File: config.mk
export PLATFORM = sky130hd
export DESIGN_NAME = ruam_ctrl
export DESIGN_NICKNAME = d
export VERILOG_FILES = /design/src/hdl/ruam_pkg.sv /design/src/hdl/ruam_ctrl.sv
export VERILOG_INCLUDE_DIRS = /design/src /design/src/hdl
export SDC_FILE = /design/constraint.sdc
export NUM_CORES = 1
export LEC_CHECK = 0
export ABC_AREA = 1
export BUFFER_PORTS_ARGS = -buffer_cell sky130_fd_sc_hd__buf_2
export CAP_MARGIN = 0
export CORE_AREA = 2 2 39 41
export DETAILED_ROUTE_END_ITERATION = 8
export DIE_AREA = 0 0 41 43
export MAX_ROUTING_LAYER = met4
export PLACE_DENSITY = 0.61
export SYNTH_ARGS = -nofsm -noshare
export SYNTH_HDL_FRONTEND = slang
export SYNTH_SLANG_ARGS = --single-unit
export TNS_END_PERCENT = 5
File: constraint.sdc
create_clock -name i_clk -period 3.05 [get_ports i_clk]
set_clock_uncertainty 0.15 [all_clocks]
set_input_delay 0.305 -clock i_clk [delete_from_list [all_inputs] [get_ports i_clk]]
set_output_delay 0.305 -clock i_clk [all_outputs]
set_load 0.05 [all_outputs]
File: src/hdl/resource_usage_alert_monitor_defines.svh
// assertion macros for the resource usage alert monitor
`ifndef RESOURCE_USAGE_ALERT_MONITOR_DEFINES_SVH
`define RESOURCE_USAGE_ALERT_MONITOR_DEFINES_SVH

`ifndef SYNTHESIS
// checked property, switched off while reset is asserted
`define RUAM_ASSERT(lbl, clk, rst_n, prop, msg) \
    lbl: assert property (@(posedge clk) disable iff (!rst_n) (prop)) else $error(msg);
// checked property that also holds through reset
`define RUAM_ASSERT_ALWAYS(lbl, clk, prop, msg) \
    lbl: assert property (@(posedge clk) (prop)) else $error(msg);
`else
`define RUAM_ASSERT(lbl, clk, rst_n, prop, msg)
`define RUAM_ASSERT_ALWAYS(lbl, clk, prop, msg)
`endif

`endif

File: src/hdl/ruam_pkg.sv
// types, constants and codes shared by the resource usage alert monitor
package ruam_pkg;

    localparam int MEM_W     = 48;
    localparam int CPU_W     = 15;
    localparam int HND_W     = 16;
    localparam int LIMIT_W   = 49;
    localparam int TOTAL_W   = 32;
    localparam int HELD_W    = 8;
    localparam int LEAK_W    = 53;
    localparam int CFG_DATA_W = 48;

    localparam int WINDOW_DEPTH_DEF = 128;

    localparam logic [CPU_W-1:0]   CPU_MAX          = 15'd25600;
    localparam logic [MEM_W-1:0]   MEM_MIN_LIMIT    = 48'd1048576;
    localparam logic [HND_W-1:0]   HND_MIN_LIMIT    = 16'd10;
    localparam logic [MEM_W-1:0]   MEM_LIMIT_RST    = 48'd536870912;
    localparam logic [HND_W-1:0]   HND_LIMIT_RST    = 16'd256;
    localparam int                 LEAK_MIN_HELD    = 5;
    localparam int                 LEAK_DEN         = 20;

    localparam logic [0:0] CFG_MEM_LIMIT = 1'b0;
    localparam logic [0:0] CFG_HND_LIMIT = 1'b1;

    typedef enum logic [1:0] {
        KIND_NONE    = 2'd0,
        KIND_LEAK    = 2'd1,
        KIND_MEM     = 2'd2,
        KIND_HANDLES = 2'd3
    } t_alert_kind;

    typedef enum logic [1:0] {
        DIV_MEM  = 2'd0,
        DIV_CPU  = 2'd1,
        DIV_LEAK = 2'd2
    } t_div_sel;

    typedef enum logic [3:0] {
        S_IDLE,
        S_UPDATE,
        S_CHECK,
        S_START_MEM,
        S_WAIT_MEM,
        S_START_CPU,
        S_WAIT_CPU,
        S_START_LEAK,
        S_WAIT_LEAK,
        S_EMIT
    } t_state;

    typedef struct packed {
        logic [MEM_W-1:0] mem_used;
        logic [CPU_W-1:0] cpu_load;
        logic [HND_W-1:0] handles_open;
    } t_in_item;

    typedef struct packed {
        t_alert_kind        alert_kind;
        logic [MEM_W-1:0]   alert_value;
        logic [LIMIT_W-1:0] alert_limit;
        logic [TOTAL_W-1:0] alert_total;
        logic [MEM_W-1:0]   peak_mem;
        logic [CPU_W-1:0]   peak_cpu;
        logic [HND_W-1:0]   peak_handles;
        logic [HELD_W-1:0]  samples_held;
        logic [MEM_W-1:0]   mean_mem;
        logic [CPU_W-1:0]   mean_cpu;
    } t_out_item;

    typedef struct packed {
        logic     latch;
        logic     update;
        logic     check;
        logic     div_start;
        t_div_sel div_sel;
        logic     emit;
    } t_cmd;

    typedef struct packed {
        logic div_done;
        logic need_leak;
        logic out_free;
    } t_sts;

endpackage

File: src/hdl/ruam_ctrl.sv
// sequencing state machine for the resource usage alert monitor
`include "resource_usage_alert_monitor_defines.svh"
module ruam_ctrl import ruam_pkg::*; (
    input  logic i_clk,
    input  logic i_rst_n,
    input  logic i_in_valid,
    output logic o_in_stall,
    input  t_sts i_sts,
    output t_cmd o_cmd
);

    t_state r_state, n_state;

    always_ff @(posedge i_clk) begin
        if (!i_rst_n) begin
            r_state <= S_IDLE;
        end else begin
            r_state <= n_state;
        end
    end

    always_comb begin
        n_state         = r_state;
        o_cmd           = '0;
        o_cmd.div_sel   = DIV_MEM;
        o_in_stall      = 1'b1;
        unique case (r_state)
            S_IDLE: begin
                o_in_stall = 1'b0;
                if (i_in_valid) begin
                    o_cmd.latch = 1'b1;
                    n_state     = S_UPDATE;
                end
            end
            S_UPDATE: begin
                o_cmd.update = 1'b1;
                n_state      = S_CHECK;
            end
            S_CHECK: begin
                o_cmd.check = 1'b1;
                n_state     = S_START_MEM;
            end
            S_START_MEM: begin
                o_cmd.div_start = 1'b1;
                o_cmd.div_sel   = DIV_MEM;
                n_state         = S_WAIT_MEM;
            end
            S_WAIT_MEM: begin
                if (i_sts.div_done) n_state = S_START_CPU;
            end
            S_START_CPU: begin
                o_cmd.div_start = 1'b1;
                o_cmd.div_sel   = DIV_CPU;
                n_state         = S_WAIT_CPU;
            end
            S_WAIT_CPU: begin
                if (i_sts.div_done) begin
                    n_state = i_sts.need_leak ? S_START_LEAK : S_EMIT;
                end
            end
            S_START_LEAK: begin
                o_cmd.div_start = 1'b1;
                o_cmd.div_sel   = DIV_LEAK;
                n_state         = S_WAIT_LEAK;
            end
            S_WAIT_LEAK: begin
                if (i_sts.div_done) n_state = S_EMIT;
            end
            S_EMIT: begin
                if (i_sts.out_free) begin
                    o_cmd.emit = 1'b1;
                    n_state    = S_IDLE;
                end
            end
            default: n_state = S_IDLE;
        endcase
    end

    `RUAM_ASSERT(a_emit_holds, i_clk, i_rst_n, (r_state == S_EMIT && !i_sts.out_free) |=> (r_state == S_EMIT), "result dropped while output busy")
    `RUAM_ASSERT(a_div_not_instant, i_clk, i_rst_n, o_cmd.div_start |=> !i_sts.div_done, "divider finished in one cycle")
    `RUAM_ASSERT(a_only_idle_takes, i_clk, i_rst_n, o_cmd.latch |-> (r_state == S_IDLE && !o_in_stall), "item taken outside idle")
    `RUAM_ASSERT_ALWAYS(a_reset_idle, i_clk, !i_rst_n |=> (r_state == S_IDLE), "state not idle after reset")

endmodule

==> flow_summary.toml, run 1 <==
[floorplan]
start_util_pct = 27.0
rows = 14
die_h_um = 43
core_um2 = 1380
io_pins = 14
die_area_um2 = 1760
die_width_um = 41

[logic_synthesis]
avgSynthCellArea_um2 = 5.34
syn_nets = 76
yosys_register_bits = 4
syn_inst = 70
synthesis.area_um2 = 374
yosysWarnings = 0
synth_seq_area_share_pct = 21.4
yosysUniqueCellTypes = 13

[grt]
antenna_found_initial = 0
grt_overflow = 0
grt_usage_pct = 12.5
grt_pass1_wl_mm = 1.48
grt_max_degree = 8
grt_pass1_vias = 386

[route]
vias_per_cell = 4.47
drtAntennaViolNets = 0
routedWlPerCell_um = 8.78
routed_wl_um = 896
drtIter0Drc = 6
drc_errors = 0
vias = 456
drtPass1Iterations = 4

[cts]
cts_hold_buf = 0
cts_max_path_buffers = 2
clock_sinks = 4
postCtsResizedCells = 0
htree_levels = 1
post_cts_buffers = 0
clkTransAtPathRegs_ns = 0.04
cts_root_buf = "clkbuf_4"
cts_tree = "built"
cts_buffers = 3
clk_latency_ns = 0.23

[timing]
final-hold-violation-count = 0
hold_slack_ns = 0.179
grt_setup_unrepaired = "no"
worstMarginPinSlew_ns = 0.238
post-route-min-period_ns = 1.88
drv_slew = 0
relSlewSlack_pct = 84.1
tns_ns = 0
fmax_mhz = 531
layout_worst_path_cycle_share_pct = 61.8
setup_slack_ns = 1.17
setup_viol = 0

[worst_setup_path]
worstPathRequired_ns = 2.59
reg2reg_to = "r_state[0]"
cp-start-kind = "flip-flop"
critPathMaxFanout = 6
path_class = "reg2out"
reg2reg_slack_ns = 1.70
cp.arrival_ns = 1.43
worstSetupEndpointType = "primary output"
reg2reg_depth = 9
worst_r2r_startpoint = "r_state[0]"

[placed_design]
dp_cells = 99
place_area_um2 = 459
dpl_worst_slack_ns = 1.42
io_buffers = 13
gp_congestion = 0.828
dp.final_hpwl_um = 771

[finish]
stdcell_area_um2 = 482
antenna-diode-count = 0
reg_top3 = "r_state x4"
largest-register = "r_state"
stdcell_count = 102
area_growth_pct = 28.8
largest_reg_flops = 4
final_nets = 94
final_util_pct = 34.8
final_layout_size_suffix_gt1_share_pct = 20.9

[min_path]
worst_hold_path.num_cells = 3
hold_path.class = "in2reg"
min_to = "r_state[0]"
worst_hold_startpoint = "i_rst_n"

[pwr]
p_leak_nw = 0.286
finalPower_mw = 0.257
vdd_ir_drop_max_v = 0.000149
powerDensity_nw_per_um2 = 534

[outcome]
status = "finished, final reports clean"

[flow_run]
cap_violations = 0
## logic make-up after synthesis
| kind of cell | synth area share (%) |
|---|---|
| AND/OR/NAND/NOR | 51.5 |
| flip-flops | 21.4 |
| AO/OA/AOI/OAI | 11.0 |
| buffers and inverters | 16.1 |
## Yosys cell counts, drive strengths merged
| cell | number | area [µm²] |
|---|---|---|
| nor4 | 1 | 6.26 |
| o22ai | 1 | 6.26 |
| nand3b | 2 | 15.0 |
| a21oi | 4 | 20.0 |
| inv | 16 | 60.1 |
| nand3 | 9 | 50.1 |
| nor3 | 1 | 5.00 |
| dfxtp | 4 | 80.1 |
| nor2 | 13 | 56.3 |
| nand2 | 16 | 60.1 |
| o21ai | 3 | 15.0 |
## layout by cell type, fill, tap and decap left out
cell | Yosys | routed
a21oi_1 | 4 | 4
buf_2 | 0 | 13
clkbuf_4 | 0 | 3
dfxtp_1 | 4 | 4
inv_1 | 16 | 16
nand2_1 | 16 | 16
nand3_1 | 8 | 8
nand3_2 | 1 | 1
nand3b_1 | 2 | 2
nor2_1 | 12 | 12
nor2_4 | 1 | 1
nor3_1 | 1 | 1
nor4_1 | 1 | 1
o21ai_0 | 3 | 3
o22ai_1 | 1 | 1
## critical path, cell delays in order, from the launching register on
cell and delay (ns):
dfxtp_1 0.41, inv_1 0.13, nor2_4 0.14, inv_1 0.07, nor4_1 0.15, buf_2 0.30
## worst max-delay path by stage
stage,cells past startpoint,slack [ns],startpoint,endpoint
final,5,1.17,r_state[0],o_cmd[0]
after detailed placement,5,1.42,r_state[0],o_cmd[0]
after global placement,5,1.44,r_state[2],o_cmd[1]
after floorplan,4,0.49,r_state[0],o_cmd[0]
after global routing,5,1.04,r_state[0],o_cmd[0]
after CTS,5,1.17,r_state[0],o_cmd[0]
## report_power, final
part,switching [mW],internal [mW]
combinational,0.0934,0.0320
sequential,0.00912,0.0585
clock,0.0204,0.0439
total,0.123,0.134
## cell type report
type	instances	area [µm²]
fill	158	902
multi-input combinational	50	234
sequential	4	80.1
timing repair buffer	13	65.1
inverter	16	60.1
clock buffer	3	22.5
tap	16	20.0
## metal layers
layer  track usage, %  up-vias  wire length [µm]
li1                 -      256                 -
met1             15.7      186               420
met2             18.1       12               418
met3             3.14        2                43
met4             6.00        0                13
met5                -        -                 0
Note: power is estimated with default switching activity, not from simulation.
==> run 2, diff against run 1 <==
- ABC_AREA: 1 -> 0
- CORE_AREA: 2 2 39 41 -> not set
- CORE_UTILIZATION: not set -> 30
- DIE_AREA: 0 0 41 43 -> not set
- PLACE_DENSITY: 0.61 -> 0.65
- clock period: 3.05 -> 1.65 ns (I/O delays scaled with it)
==> run 2 against run 1 <==
  * Combinational power is 140% higher
  * Sequential share of layout area is 0.40 points lower
  * Final cell count is 21% lower
  * Design area is 7.3% higher
  * Synthesized cell count is 26% lower
  * Critical path depth is 1 lower
  * Worst hold slack worse by 0.097 ns
  * Count of clock-buffer cells in the layout stayed put
  * Utilization is 9.9 points higher
  * Flip-flop and latch count stayed put
  * Clock power is 89% higher
  * Synthesized area is 4.7% higher
==> flow_summary.toml, run 2 <==
[timing]
setup_slack_ns = 0.0552
relSlewSlack_pct = 80.7
grt_setup_unrepaired = "no"
hold_slack_ns = 0.0819
post-route-min-period_ns = 1.59
final-hold-violation-count = 0
fmax_mhz = 627
layout_worst_path_cycle_share_pct = 96.7
setup_viol = 0
worstMarginPinSlew_ns = 0.289
drv_slew = 0
tns_ns = 0

[placed_design]
dp.final_hpwl_um = 716
dp_cells = 78
gp_congestion = 0.865
dpl_worst_slack_ns = 0.200
place_area_um2 = 480
io_buffers = 13

[finish]
stdcell_count = 81
n_fill_cell = 118
reg_top3 = "r_state x4"
final_nets = 75
area_growth_pct = 31.9
stdcell_area_um2 = 517
final_layout_size_suffix_gt1_share_pct = 43.3
largest-register = "r_state"
final_common_cell = "buf_2"
antenna-diode-count = 0
largest_reg_flops = 4
final_util_pct = 44.7
final_cell_mix = "buf_2 (9), clkbuf_4 (6), nor2_1 (5)"

[flow_run]
cap_violations = 0

[worst_setup_path]
cp.arrival_ns = 1.28
path_class = "reg2out"
critPathMaxFanout = 7
reg2reg_to = "r_state[0]"
reg2reg_depth = 4
worstSetupEndpointType = "primary output"
reg2reg_slack_ns = 0.25
cp-start-kind = "flip-flop"
worst_r2r_startpoint = "r_state[2]"
worstPathRequired_ns = 1.33
startpoint = "r_state[2]"

[logic_synthesis]
synth_edf_count = 0
avgSynthCellArea_um2 = 7.53
synthTopCellsByArea = "dfxtp_1 (20%), nor3_1 (6.4%), o31ai_4 (5.4%)"
synthesis.area_um2 = 392
yosysUniqueCellTypes = 29
ys_top_cells_by_count = "nor2_1 (5), nor3_1 (5), dfxtp_1 (4), nand2_1 (4)"
yosysTopAreaCellShare_pct = 20.4
syn_nets = 58
synth_seq_area_share_pct = 20.4
async_flop_share_pct = 0
synth_ff_type = "dfxtp_1"
yosys_register_bits = 4
yosysWarnings = 0
syn_inst = 52
yosysTopAreaCell = "dfxtp_1"

[floorplan]
io_pins = 14
die_area_um2 = 1450
die_width_um = 38.1
die_h_um = 38.1
start_util_pct = 33.9
rows = 12
core_um2 = 1160

[pwr]
p_leak_nw = 0.230
finalPower_mw = 0.573
vdd_ir_drop_max_v = 0.000442
powerDensity_nw_per_um2 = 1110

[outcome]
status = "finished, final reports clean"

[route]
drtAntennaViolNets = 0
drtPass1Iterations = 4
vias_per_cell = 5.27
drtIter0Drc = 5
routed_wl_um = 931
drc_errors = 0
vias = 427
routedWlPerCell_um = 11.5

[cts]
cts_root_buf = "clkbuf_4"
post_cts_buffers = 0
htree_levels = 1
clock_sinks = 4
cts_tree = "built"
clk_latency_ns = 0.23
cts_max_path_buffers = 2
cts_buffers = 3
clkTransAtPathRegs_ns = 0.04

[grt]
grt_max_degree = 12
grt_pass1_vias = 393
antenna_found_initial = 0
grt_overflow = 0
grt_usage_pct = 16.0
grt_pass1_wl_mm = 1.59

[min_path]
min_to = "r_state[0]"
hold_path.class = "in2reg"
worst_hold_path.num_cells = 3
worst_hold_startpoint = "i_rst_n"
==> run 2: cell types whose count changed in the layout (fill, tap and decap cells not counted), moves of 3 or more <==
cell | before | now
buf_2 | 13 | 9
clkbuf_4 | 3 | 6
inv_1 | 16 | 3
nand2b_1 | 0 | 3
nand3_1 | 8 | 1
nor3_1 | 1 | 4
a21oi_1 | 4 | 1
buf_4 | 0 | 4
dfxtp_2 | 0 | 3
dfxtp_1 | 4 | 1
nand2_1 | 16 | 4
nor2_1 | 12 | 5
==> run 2: worst max path at each step <==
stage	endpoint	slack, ns
after floorplan	o_cmd[5]	-0.43
after global placement	o_cmd[3]	0.19
after detailed placement	o_cmd[3]	0.20
after CTS	o_cmd[2]	0.02
after global routing	o_cmd[6]	0.0009
final	o_cmd[6]	0.06
==> run 2: final cells by class <==
| type | count | area, µm² | share of cell area [%] |
|---|---|---|---|
| clock buffer | 3 | 22.5 | 4.36 |
| inverter | 3 | 11.3 | 2.18 |
| multi-input combinational | 41 | 284 | 55.0 |
| sequential | 4 | 83.8 | 16.2 |
| tap | 14 | 17.5 | 3.39 |
| timing repair buffer | 16 | 97.6 | 18.9 |
==> run 2: cell families after synthesis <==
family | share of synthesized area (%)
muxes | 2.56
DFF | 20.4
AOI/OAI and AO/OA | 27.8
buffers and inverters | 9.58
and+or+nand+nor | 39.6
==> run 2: worst max-delay path: stages (launching register included) <==
cell and delay (ns):
dfxtp_1 0.43, buf_4 0.20, nor2_1 0.05, and3_1 0.16, clkbuf_4 0.20
==> run 2: timing repair <==
item	in CTS	in global routing
endpoints found under the hold margin	0	0
hold buffers	0	0
gates resized for setup	3	4
endpoints found under the setup margin	6	4
==> run 2: layer usage <==
metal | GRT usage [%] | share of wire [%] | up-vias
li1 | - | - | 219
met1 | 18.1 | 48 | 193
met2 | 27.5 | 47 | 15
met3 | 5.23 | 4.9 | 0
met4 | 2.68 | 0 | 0
met5 | - | 0 | -
==> run 2: report_power, final <==
part           switching [mW]  internal [mW]  leakage (nW)
sequential             0.0340          0.113        0.0338
clock                  0.0409         0.0814        0.0138
combinational           0.205         0.0982         0.182
==> run 3, diff against run 2 <==
- CELL_PAD_IN_SITES_DETAIL_PLACEMENT: not set -> 1
- CELL_PAD_IN_SITES_GLOBAL_PLACEMENT: not set -> 2
- CORE_ASPECT_RATIO: not set -> 1.2
- CORE_UTILIZATION: 30 -> 22
- PLACE_DENSITY: 0.65 -> 0.8
==> run 3 against run 2 <==
  * Final cell count up 3.7%
  * Critical path depth down 1
  * First-iteration DRC count decreased by 20%
  * Non-clock buffer count decreased by 1
  * Worst hold slack improved by 0.0048 ns
  * Combinational power is essentially flat
  * Routed wire length is 15% higher
  * Register-to-register slack got worse by 0.03 ns
  * Count of clock-buffer cells in the layout did not move
  * Global-route usage shrank 3.3 points
  * Critical path type unchanged
  * Critical endpoint is now o_cmd[2]
  * Highest routed layer unchanged
==> flow_summary.toml, run 3 (synthesized netlist as in run 2, its figures left out) <==
[outcome]
status = "finished, final reports clean"

[cts]
cts_tree = "built"
clkTransAtPathRegs_ns = 0.04
cts_root_buf = "clkbuf_4"
postCtsResizedCells = 6
post_cts_buffers = 0
cts_buffers = 3
cts_max_path_buffers = 2
clock_sinks = 4
clk_latency_ns = 0.24
htree_levels = 1
cts_hold_buf = 0

[grt]
antenna_found_initial = 0
grt_overflow = 0
grt_usage_pct = 12.6
grt_max_degree = 14
grt_pass1_wl_mm = 1.63
grt_pass1_vias = 371

[worst_setup_path]
endpoint = "o_cmd[2]"
path_class = "reg2out"
startpoint = "r_state[3]"
worst_r2r_startpoint = "r_state[3]"
reg2reg_slack_ns = 0.22
worstPathRequired_ns = 1.33
reg2reg_to = "r_state[2]"
worstSetupEndpointType = "primary output"
critPathMaxFanout = 9
cp-start-kind = "flip-flop"
cp.arrival_ns = 1.26
reg2reg_depth = 4

[placed_design]
io_buffers = 13
gp_congestion = 0.806
dpl_worst_slack_ns = 0.0614
place_area_um2 = 478
dp.final_hpwl_um = 810

[timing]
drv_slew = 0
fmax_mhz = 633
post-route-min-period_ns = 1.58
layout_worst_path_cycle_share_pct = 95.7
final-hold-violation-count = 0
setup_viol = 0
grt_setup_unrepaired = "no"
hold_slack_ns = 0.0868
worstMarginPinSlew_ns = 0.308
relSlewSlack_pct = 79.5
setup_slack_ns = 0.0704

[route]
drc_errors = 0
drtAntennaViolNets = 0
drtPass1Iterations = 2
vias = 414
drtIter0Drc = 4
routedWlPerCell_um = 12.8
vias_per_cell = 4.93
routed_wl_mm = 1.07

[pwr]
powerDensity_nw_per_um2 = 1110
p_leak_nw = 0.227
finalPower_mw = 0.578
vdd_ir_drop_max_v = 0.000295

[finish]
area_growth_pct = 33.2
final_common_cell = "buf_2"
final_cell_mix = "buf_2 (9), nor2_1 (5), clkbuf_4 (5)"
n_fill_cell = 213
antenna-diode-count = 0
largest-register = "r_state"
stdcell_area_um2 = 522
largest_reg_flops = 4
final_layout_size_suffix_gt1_share_pct = 45.5
reg_top3 = "r_state x4"
final_nets = 74
final_util_pct = 31.8

[floorplan]
die_area_um2 = 1950
io_pins = 14
rows = 16
start_util_pct = 23.9
core_um2 = 1640
die_h_um = 48.2
die_width_um = 40.5

[flow_run]
cap_violations = 0

[min_path]
hold_path.class = "in2reg"
## run 3: changes by cell type in the layout (fill, tap and decap cells not counted), sizes merged
cell / previous run / this run
clkbuf: 6 / 5
## run 3: worst min-delay path by stage
| stage | from | to | depth (start not counted) |
|---|---|---|---|
| after floorplan | i_rst_n | r_state[0] | 2 |
| after global placement | i_rst_n | r_state[0] | 3 |
| after detailed placement | i_rst_n | r_state[0] | 3 |
| after CTS | i_rst_n | r_state[0] | 3 |
| after global routing | i_rst_n | r_state[0] | 3 |
| final | i_rst_n | r_state[0] | 3 |
## run 3: power by group
group / switching, mW / total [mW] / internal [mW]
clock network: 0.0410 / 0.122 / 0.0814
registers: 0.0394 / 0.152 / 0.113
logic: 0.205 / 0.304 / 0.0987
## run 3: through the flow
stage	setup TNS (ns)	cells
6_report	0	84
5_1_grt	0	84
4_1_cts	0	84
3_5_place_dp	0	81
3_3_place_gp	0	81
2_1_floorplan	-0.762	52
## run 3: layout make-up
| cell class | count | area (µm²) | share of cell area [%] |
|---|---|---|---|
| multi-input combinational | 41 | 284 | 54.4 |
| timing repair buffer | 15 | 93.8 | 18.0 |
| sequential | 4 | 87.6 | 16.8 |
| clock buffer | 3 | 22.5 | 4.32 |
| tap | 18 | 22.5 | 4.32 |
| inverter | 3 | 11.3 | 2.16 |
## run 3: critical path: stages (launching register included)
cell,delay [ns]
dfxtp_2,0.41
and2b_1,0.23
and3_1,0.18
buf_2,0.20
## run 3: routing by layer
metal	wire, µm	vias up	global-route usage, %
li1	-	213	-
met1	533	190	15.2
met2	490	11	20.6
met3	48	0	4.11
met4	0	0	2.00
met5	0	-	-
